==> src/gcbq_pkg.sv <==
// Shared types, constants and step-offset functions for the grid cell blocking query block.
package gcbq_pkg;

  localparam int OPCODE_W  = 3;
  localparam int COORD_W   = 8;
  localparam int STATUS_W  = 2;
  localparam int CFG_W     = 9;
  localparam int CFG_IDX_W = 2;
  localparam int COUNT_W   = 32;
  localparam int STEP_W    = 4;

  localparam logic [CFG_W-1:0] GRID_RESET = 9'd256;

  localparam logic [CFG_IDX_W-1:0] REG_GRID_WIDTH  = 2'd0;
  localparam logic [CFG_IDX_W-1:0] REG_GRID_HEIGHT = 2'd1;

  localparam int ST_OPEN   = 0;
  localparam int ST_CLOSED = 1;

  typedef enum logic [OPCODE_W-1:0] {
    OP_WRITE = 3'd0,
    OP_FILL  = 3'd1,
    OP_READ  = 3'd2,
    OP_BLOCK = 3'd3,
    OP_TOUCH = 3'd4
  } opcode_e;

  typedef enum logic [1:0] {
    MODE_READ  = 2'd0,
    MODE_BLOCK = 2'd1,
    MODE_TOUCH = 2'd2
  } walk_mode_e;

  typedef struct packed {
    logic       clear;
    logic       valid;
    logic       first;
    logic       on_grid;
    walk_mode_e mode;
  } eval_ctrl_t;

  localparam logic signed [1:0] RING_DX [8] = '{
    2'sd1, 2'sd1, 2'sd0, -2'sd1, -2'sd1, -2'sd1, 2'sd0, 2'sd1
  };
  localparam logic signed [1:0] RING_DY [8] = '{
    2'sd0, 2'sd1, 2'sd1, 2'sd1, 2'sd0, -2'sd1, -2'sd1, -2'sd1
  };

  function automatic logic [STEP_W-1:0] walk_len(walk_mode_e mode);
    logic [STEP_W-1:0] len;
    case (mode)
      MODE_READ:  len = 4'd1;
      MODE_BLOCK: len = 4'd9;
      MODE_TOUCH: len = 4'd4;
      default:    len = 4'd1;
    endcase
    return len;
  endfunction

  // The blocking walk starts on the last ring position and then goes round the ring.
  function automatic logic [2:0] ring_index(logic [STEP_W-1:0] step);
    logic [2:0] ri;
    if (step == '0) begin
      ri = 3'd7;
    end else begin
      ri = 3'(step - 4'd1);
    end
    return ri;
  endfunction

  function automatic logic signed [1:0] step_dx(walk_mode_e mode, logic [STEP_W-1:0] step);
    logic signed [1:0] dx;
    case (mode)
      MODE_BLOCK: dx = RING_DX[ring_index(step)];
      MODE_TOUCH: begin
        case (step[1:0])
          2'd0:    dx = -2'sd1;
          2'd1:    dx = 2'sd1;
          default: dx = 2'sd0;
        endcase
      end
      default:    dx = 2'sd0;
    endcase
    return dx;
  endfunction

  function automatic logic signed [1:0] step_dy(walk_mode_e mode, logic [STEP_W-1:0] step);
    logic signed [1:0] dy;
    case (mode)
      MODE_BLOCK: dy = RING_DY[ring_index(step)];
      MODE_TOUCH: begin
        case (step[1:0])
          2'd2:    dy = -2'sd1;
          2'd3:    dy = 2'sd1;
          default: dy = 2'sd0;
        endcase
      end
      default:    dy = 2'sd0;
    endcase
    return dy;
  endfunction

endpackage

==> src/gcbq_ring_eval.sv <==
// Accumulator that evaluates the cells read during a read, blocking or touching walk.
module gcbq_ring_eval #(
  parameter int STATUS_BITS = 2
) (
  input  logic                          clk_i,
  input  logic                          rst_ni,
  input  gcbq_pkg::eval_ctrl_t          ctrl_i,
  input  logic [STATUS_BITS-1:0]        rd_data_i,
  input  logic [STATUS_BITS-1:0]        code_i,
  output logic [gcbq_pkg::STATUS_W-1:0] cell_value_o,
  output logic                          is_blocking_o,
  output logic                          is_touching_o
);
  import gcbq_pkg::*;

  logic [STATUS_BITS-1:0] prev_q;
  logic [STATUS_BITS-1:0] value_q;
  logic [1:0]             rises_q;
  logic                   touch_q;
  logic [STATUS_BITS-1:0] cur;
  logic                   rise;
  logic [STATUS_BITS+STATUS_W-1:0] value_wide;

  assign cur  = ctrl_i.on_grid ? rd_data_i : STATUS_BITS'(ST_CLOSED);
  assign rise = !ctrl_i.first && ctrl_i.on_grid && (rd_data_i == STATUS_BITS'(ST_OPEN)) &&
                (prev_q == STATUS_BITS'(ST_CLOSED));

  always_ff @(posedge clk_i or negedge rst_ni) begin
    if (!rst_ni) begin
      prev_q  <= '0;
      value_q <= '0;
      rises_q <= '0;
      touch_q <= 1'b0;
    end else if (ctrl_i.clear) begin
      prev_q  <= '0;
      value_q <= '0;
      rises_q <= '0;
      touch_q <= 1'b0;
    end else if (ctrl_i.valid) begin
      case (ctrl_i.mode)
        MODE_READ: begin
          value_q <= rd_data_i;
        end
        MODE_BLOCK: begin
          prev_q <= cur;
          if (rise && rises_q != 2'd2) begin
            rises_q <= rises_q + 2'd1;
          end
        end
        MODE_TOUCH: begin
          if (ctrl_i.on_grid && rd_data_i == code_i) begin
            touch_q <= 1'b1;
          end
        end
        default: begin
        end
      endcase
    end
  end

  assign value_wide    = {{STATUS_W{1'b0}}, value_q};
  assign cell_value_o  = value_wide[STATUS_W-1:0];
  assign is_blocking_o = rises_q[1];
  assign is_touching_o = touch_q;

  a_rises_saturate : assert property (@(posedge clk_i) disable iff (!rst_ni)
    rises_q != 2'd3)
    else $error("Transition count went past saturation.");

  a_clear_empties : assert property (@(posedge clk_i) disable iff (!rst_ni)
    ctrl_i.clear |=> (rises_q == 2'd0 && !touch_q && value_q == '0))
    else $error("Accumulators not empty after clear.");

  a_first_no_rise : assert property (@(posedge clk_i) disable iff (!rst_ni)
    (ctrl_i.valid && !ctrl_i.clear && ctrl_i.first && ctrl_i.mode == MODE_BLOCK)
    |=> $stable(rises_q))
    else $error("Starting cell of the ring counted a transition.");

  a_off_grid_closed : assert property (@(posedge clk_i) disable iff (!rst_ni)
    (ctrl_i.valid && !ctrl_i.clear && !ctrl_i.on_grid && ctrl_i.mode == MODE_BLOCK)
    |=> prev_q == STATUS_BITS'(ST_CLOSED))
    else $error("Off-grid neighbor not taken as closed.");

endmodule

==> config.mk <==
export PLATFORM = sky130hd
export DESIGN_NAME = gcbq_ring_eval
export DESIGN_NICKNAME = d
export VERILOG_FILES = /design/src/gcbq_pkg.sv /design/src/gcbq_ring_eval.sv
export SDC_FILE = /design/constraint.sdc
export NUM_CORES = 1
export LEC_CHECK = 0
export BUFFER_PORTS_ARGS = -buffer_cell sky130_fd_sc_hd__buf_2
export CAP_MARGIN = 20
export CORE_AREA = 2 2 41 43
export CTS_BUF_LIST = sky130_fd_sc_hd__clkbuf_8
export DETAILED_ROUTE_END_ITERATION = 16
export DIE_AREA = 0 0 43 45
export GPL_TIMING_DRIVEN = 1
export REMOVE_ABC_BUFFERS = 1
export SETUP_SLACK_MARGIN = 0.02
export SKIP_LAST_GASP = 1
export SYNTH_ARGS = -nofsm -noshare
export SYNTH_HDL_FRONTEND = slang
export SYNTH_SLANG_ARGS = --single-unit
==> constraint.sdc <==
create_clock -name clk_i -period 1.45 [get_ports clk_i]
set_input_delay 0 -clock clk_i [delete_from_list [all_inputs] [get_ports clk_i]]
set_output_delay 0 -clock clk_i [all_outputs]
set_load 0.005 [all_outputs]
# Yosys cells after proc, flatten, opt, wreduce, memory -nomap -nowiden
# Index checks and enable logic that the tools add are counted.
# word_totals
latchBits	0
word_cells	43
mem_bits_rw	0
input_bits	12
rom_bits	0
output_inout_bits	4
ff_bits	7
memories	0
# op_classes
n_shift	0
bitwise	0
add_sub_neg	1
order_cmp	0
mul	0
reduce_logical	18
n_eq_ne	5
div_mod_pow	0
mux	15
# op_table
operator	count
$mux 2	11
$reduce_bool 2->1	6
$reduce_and 3->1	2
$logic_and 1x1->1	5
$eq 2x1->1 const B	2
$logic_not 2->1	2
$mux 1	4
$reduce_and 2->1	2
$add 2x1->2 const B	1
$eq 2x2->1	1
$eq 2x2->1 const B	1
$ne 2x2->1 const B	1
$logic_not 1->1	1

# Logic depth before layout (Yosys ltp)
# depth
ltp_word	9
depth_mapped	4
mapped_depth_nobuf	4

# Least setup slack after synthesis
# Ideal clock, no wire load.
# synth_timing
kind	register to register
from	register prev_q[1]
to	register rises_q[1]
arrival_ns	1.355
required_time_ns	1.325
period_less_slack_ns	1.480
slack_ns	-0.030
stages_incl_launch_ff	4
n_path_buf	0
setup_time_ns	0.125
cell_sequence	dfrtp_1 or4b_4 nor4_4 mux2_2
# synth_between
elab_chain_cells	5
# synth_lines
element	line	text
start: declaration	gcbq_ring_eval.sv:16	logic [STATUS_BITS-1:0] prev_q;
start signal: assignment	gcbq_ring_eval.sv:45	prev_q <= cur;
$eq 2x1->1	gcbq_ring_eval.sv:26	(prev_q == STATUS_BITS'(ST_CLOSED));
$logic_and 1x1->1	gcbq_ring_eval.sv:25	assign rise = !ctrl_i.first && ctrl_i.on_grid && (rd_data_i == STATUS_BITS'(ST_OPEN)) &&
$logic_and 1x1->1	gcbq_ring_eval.sv:46	if (rise && rises_q != 2'd2) begin
$reduce_bool 2->1 (no line)	n/a	
$reduce_and 3->1 (no line)	n/a	
end signal: assignment	gcbq_ring_eval.sv:47	rises_q <= rises_q + 2'd1;
end: declaration	gcbq_ring_eval.sv:18	logic [1:0] rises_q;
# Every way passes these cells.
# A chain may end at the register's enable or synchronous reset.

# Worst setup path after layout
# Same ends and word-level chain as after synthesis.

==> impl_results.html <==
<table>
<tr><th>Metric</th><th>Value</th></tr>
<tr><th colspan="2">Power and ir drop</th></tr>
<tr><td>PD cells</td><td>~970 nW/um^2</td></tr>
<tr><td>Switching part of the total power</td><td>between 20% and 30%</td></tr>
<tr><td>Clock power frac</td><td>about 51%</td></tr>
<tr><td>Reg power frac</td><td>about two fifths</td></tr>
<tr><td>Peak VDD IR</td><td>roughly 610 uV</td></tr>
<tr><td>Total power of the final layout</td><td>between 500 and 600 uW</td></tr>
<tr><td>Combinational power share</td><td>between 10% and 20%</td></tr>
<tr><td>Static leakage power</td><td>around 0.27 nW</td></tr>
<tr><td>Internal Pwr Total</td><td>slightly above 400 uW</td></tr>
<tr><td>Power dissipated by switching net loads</td><td>111 uW</td></tr>
<tr><th colspan="2">Setup path</th></tr>
<tr><td>Endpoint of the worst setup timing path</td><td>rises_q[1]$_DFFE_PN0P_</td></tr>
<tr><td>Setup CP Type</td><td>flip-flop to flip-flop</td></tr>
<tr><td>Reg-to-reg slack, setup</td><td>-0.09 ns</td></tr>
<tr><td>Critical path depth</td><td>3</td></tr>
<tr><td>R2r startpoint</td><td>prev_q[1]$_DFFE_PN0P_</td></tr>
<tr><td>CP required</td><td>around 1.6 ns</td></tr>
<tr><td>Delay of the slowest cell on the worst path</td><td>0.49 ns</td></tr>
<tr><td>Critical path startpoint</td><td>prev_q[1]$_DFFE_PN0P_</td></tr>
<tr><td>Cells along the critical path</td><td>or4b_4, nor4_4, mux2_2</td></tr>
<tr><td>CP max stage cell</td><td>sky130_fd_sc_hd__or4b_4</td></tr>
<tr><td>Top fanout value on the critical path</td><td>2</td></tr>
<tr><td>Number of buffer and inverter stages on the critical path</td><td>0</td></tr>
<tr><td>Sort of element at the start of the critical path</td><td>flip-flop</td></tr>
<tr><td>Worst Setup End Kind</td><td>flip-flop</td></tr>
<tr><td>Signal arrival time at the worst endpoint</td><td>approximately 1.7 ns</td></tr>
<tr><td>CP delay by family, top</td><td>simple AND/OR/NAND/NOR gates</td></tr>
<tr><td>Endpoint of the worst register-to-register path</td><td>rises_q[1]$_DFFE_PN0P_</td></tr>
<tr><td>Logic depth of the worst register-to-register path</td><td>3</td></tr>
<tr><th colspan="2">Finish</th></tr>
<tr><td>Fraction of layout instances using a drive strength above 1</td><td>40.0%</td></tr>
<tr><td>Final non-filler cell total</td><td>71</td></tr>
<tr><td>Final cell utilization of the core</td><td>about 36%</td></tr>
<tr><td>Antenna diodes</td><td>0</td></tr>
<tr><td>Filler Cells Inserted</td><td>172</td></tr>
<tr><td>Layout Cell Area excl Fill</td><td>about 540 um^2</td></tr>
<tr><td>Signed area change from the synthesized netlist to the final layout</td><td>37.6%</td></tr>
<tr><td>Most common cell after layout, fill and taps aside</td><td>sky130_fd_sc_hd__buf_2</td></tr>
<tr><td>Net total in the final layout</td><td>approximately 70</td></tr>
<tr><td>Commonest cells after routing, fill and taps aside</td><td>15 x sky130_fd_sc_hd__buf_2, 7 x sky130_fd_sc_hd__nor2_1, 7 x sky130_fd_sc_hd__dfrtp_1</td></tr>
<tr><th colspan="2">Synth</th></tr>
<tr><td>Yosys cell types</td><td>20</td></tr>
<tr><td>Mapped Avg Cell Area</td><td>approximately 11 um^2</td></tr>
<tr><td>Synthesis warning total</td><td>0</td></tr>
<tr><td>Register bit total from synthesis</td><td>7</td></tr>
<tr><td>Seq/Total Area, Yosys</td><td>45.0%</td></tr>
<tr><td>Cell area after synthesis</td><td>a little under 400 um^2</td></tr>
<tr><td>Post-Synthesis Cells</td><td>36</td></tr>
<tr><th colspan="2">Route</th></tr>
<tr><td>Total via count in the routed design</td><td>about 320</td></tr>
<tr><td>Drt via density</td><td>~4.5</td></tr>
<tr><td>Iteration-0 DRC Markers</td><td>2</td></tr>
<tr><td>Count of nets left with antenna violations after detail routing</td><td>0</td></tr>
<tr><td>Remaining DRCs</td><td>0</td></tr>
<tr><td>First-pass detailed-route iteration total</td><td>4</td></tr>
<tr><td>DRT Wirelength</td><td>754 um</td></tr>
<tr><td>Routed wire per std cell</td><td>approximately 11 um</td></tr>
<tr><th colspan="2">Clock tree</th></tr>
<tr><td>Number of sinks on the clock net</td><td>7</td></tr>
<tr><td>TritonCTS buffer count</td><td>3</td></tr>
<tr><td>Insertion delay of the later-clocked pin in the worst-skew pair</td><td>approximately 0.22 ns</td></tr>
<tr><td>TritonCTS clock tree</td><td>done</td></tr>
<tr><td>Clock slew at the register clock pins of the worst setup and hold paths</td><td>about 0.04 ns</td></tr>
<tr><td>Number of resized instances in the post-cts repair step</td><td>0</td></tr>
<tr><td>Max H-tree Level</td><td>1</td></tr>
<tr><td>Clk Tree Root Cell</td><td>sky130_fd_sc_hd__clkbuf_8</td></tr>
<tr><td>Maximum clock path buffer count</td><td>2</td></tr>
<tr><th colspan="2">Global route</th></tr>
<tr><td>Antenna violations before repair</td><td>0</td></tr>
<tr><td>Number of global-route vias before repair</td><td>approximately 300</td></tr>
<tr><td>Overall overflow remaining after global route</td><td>0</td></tr>
<tr><td>Total GRT Usage</td><td>under 10%</td></tr>
<tr><td>Largest net degree at the start of global routing</td><td>10</td></tr>
<tr><td>First-pass GRT wire length</td><td>1270 um</td></tr>
<tr><th colspan="2">Timing</th></tr>
<tr><td>Slew Limit Headroom</td><td>between 70 and 80%</td></tr>
<tr><td>Final setup TNS</td><td>-0.165 ns</td></tr>
<tr><td>Clock period minus final worst setup slack</td><td>between 1.5 and 2 ns</td></tr>
<tr><td>Unrepaired setup endpoints after global routing</td><td>yes</td></tr>
<tr><td>Total count of max-transition violations in the final report</td><td>0</td></tr>
<tr><td>Skew final</td><td>between 0.0002 and 0.00025 ns</td></tr>
<tr><td>Final setup violation count</td><td>2</td></tr>
<tr><td>Max Clk Rate</td><td>between 600 and 700 MHz</td></tr>
<tr><td>Final Hold Viols</td><td>0</td></tr>
<tr><td>Worst Setup Slack, final</td><td>-0.0882 ns</td></tr>
<tr><td>Hold WS</td><td>roughly 0.06 ns</td></tr>
<tr><td>Least-Margin Pin Slew</td><td>between 0.4 and 0.5 ns</td></tr>
<tr><td>Share of the clock period used by the worst path</td><td>106%</td></tr>
<tr><th colspan="2">Floorplan</th></tr>
<tr><td>Die ar.</td><td>1940 um^2</td></tr>
<tr><td>Die Y</td><td>45 um</td></tr>
<tr><td>Die boundary width</td><td>43 um</td></tr>
<tr><td>Number of placement rows</td><td>14</td></tr>
<tr><td># IOs</td><td>16</td></tr>
<tr><td>Initial cell density of the core</td><td>between 20% and 30%</td></tr>
<tr><td>Standard cell core area</td><td>between 1000 and 1500 um^2</td></tr>
<tr><th colspan="2">Placement</th></tr>
<tr><td>Placed Instances</td><td>66</td></tr>
<tr><td>Half-perimeter wire length after detailed placement</td><td>approximately 610 um</td></tr>
<tr><td>Placer's final routability congestion estimate</td><td>roughly 0.71</td></tr>
<tr><td>Setup Slack @ Placement</td><td>-0.0860 ns</td></tr>
<tr><td>Post-placement cell area</td><td>between 400 and 500 um^2</td></tr>
<tr><td>Count of input and output buffers</td><td>15</td></tr>
<tr><th colspan="2">Hold path</th></tr>
<tr><td>Type of the tightest min-delay check</td><td>input pin to flip-flop</td></tr>
<tr><th colspan="2">Run</th></tr>
<tr><td>Number of violations of the max-capacitance limit</td><td>0</td></tr>
<tr><th colspan="2">Status</th></tr>
<tr><td>Run status</td><td>complete, but fails checks</td></tr>
<tr><td>Failing checks</td><td>negative setup slack</td></tr>
</table>
-- how the worst min path moves through the flow --
stage	startpoint	endpoint	slack, ns	depth (start not counted)
global placement	rst_ni	rises_q[1]$_DFFE_PN0P_	-0.16	1
CTS	ctrl_i[5]	prev_q[1]$_DFFE_PN0P_	0.06	2
finish	ctrl_i[5]	prev_q[1]$_DFFE_PN0P_	0.06	2
global route	ctrl_i[5]	prev_q[0]$_DFFE_PN0P_	0.08	2
detailed placement	rst_ni	prev_q[0]$_DFFE_PN0P_	-0.16	1
floorplan	rst_ni	cell_value_o[0]$_DFFE_PN0P_	-0.30	0
-- power by group through the flow --
stage | Clock [mW] | Sequential, mW | Combinational, mW
after floorplan | 0 | 0.205 | 0.0208
after global placement | 0 | 0.205 | 0.0522
after detailed placement | 0 | 0.205 | 0.0527
after CTS | 0.274 | 0.202 | 0.0552
after global routing | 0.287 | 0.202 | 0.0600
final | 0.265 | 0.202 | 0.0536
-- cell families after synthesis --
kind of cell             Yosys count  share of synthesized area, %
XOR/XNOR                           2                          4.50
flip-flops                         7                          45.0
AO/OA/AOI/OAI                      2                          2.89
AND/OR/NAND/NOR                   17                          28.9
multiplexers                       5                          13.5
buffers and inverters              2                          1.93
adder cells (fa/ha/maj)            1                          3.21
-- state kept, by name (all words and copies together), names as in the netlist --
| signal | cells |
|---|---|
| cell_value_o | 2 |
| prev_q | 2 |
| rises_q | 2 |
| is_touching_o | 1 |
-- timing repair --
item                       CTS  global route
setup endpoints to repair    2             2
gates cloned                 0             0
hold endpoints to repair     7             0
hold buffers                 1             0
buffers inserted             0             0
-- synthesized netlist by cell type --
cell type	number	area (um^2)
sky130_fd_sc_hd__and4b_1	1	10.0
sky130_fd_sc_hd__xnor2_1	2	17.5
sky130_fd_sc_hd__mux2_1	1	11.3
sky130_fd_sc_hd__ha_1	1	12.5
sky130_fd_sc_hd__inv_1	1	3.75
sky130_fd_sc_hd__nor2_1	7	26.3
sky130_fd_sc_hd__a31oi_1	1	6.26
sky130_fd_sc_hd__buf_1	1	3.75
sky130_fd_sc_hd__or2_2	1	6.26
sky130_fd_sc_hd__dfrtp_1	7	175
sky130_fd_sc_hd__nor2b_1	1	6.26
sky130_fd_sc_hd__nor3b_1	1	7.51
sky130_fd_sc_hd__nand2_1	2	7.51
sky130_fd_sc_hd__nand3b_1	1	7.51
sky130_fd_sc_hd__a21oi_1	1	5.00
sky130_fd_sc_hd__mux2_2	1	11.3
sky130_fd_sc_hd__nor4_4	1	21.3
sky130_fd_sc_hd__mux2i_1	3	30.0
sky130_fd_sc_hd__or4b_4	1	13.8
sky130_fd_sc_hd__nand2b_1	1	6.26
-- layout make-up --
| class | instances | area (um^2) | area share (%) |
|---|---|---|---|
| Multi-Input combinational cell | 27 | 206 | 38.6 |
| Sequential cell | 7 | 175 | 32.7 |
| Timing Repair Buffer | 16 | 85.1 | 15.9 |
| Clock buffer | 3 | 41.3 | 7.71 |
| Tap cell | 16 | 20.0 | 3.74 |
| Clock inverter | 1 | 3.75 | 0.701 |
| Inverter | 1 | 3.75 | 0.701 |
-- metal layers --
layer	share of wire, %	track usage [%]	up-vias
met1	47	11.0	149
met2	45	14.5	11
met3	7.6	4.80	0
met4	0	3.64	0
met5	0	0	-
li1	-	-	161
Power figures use the tool's default switching activity.
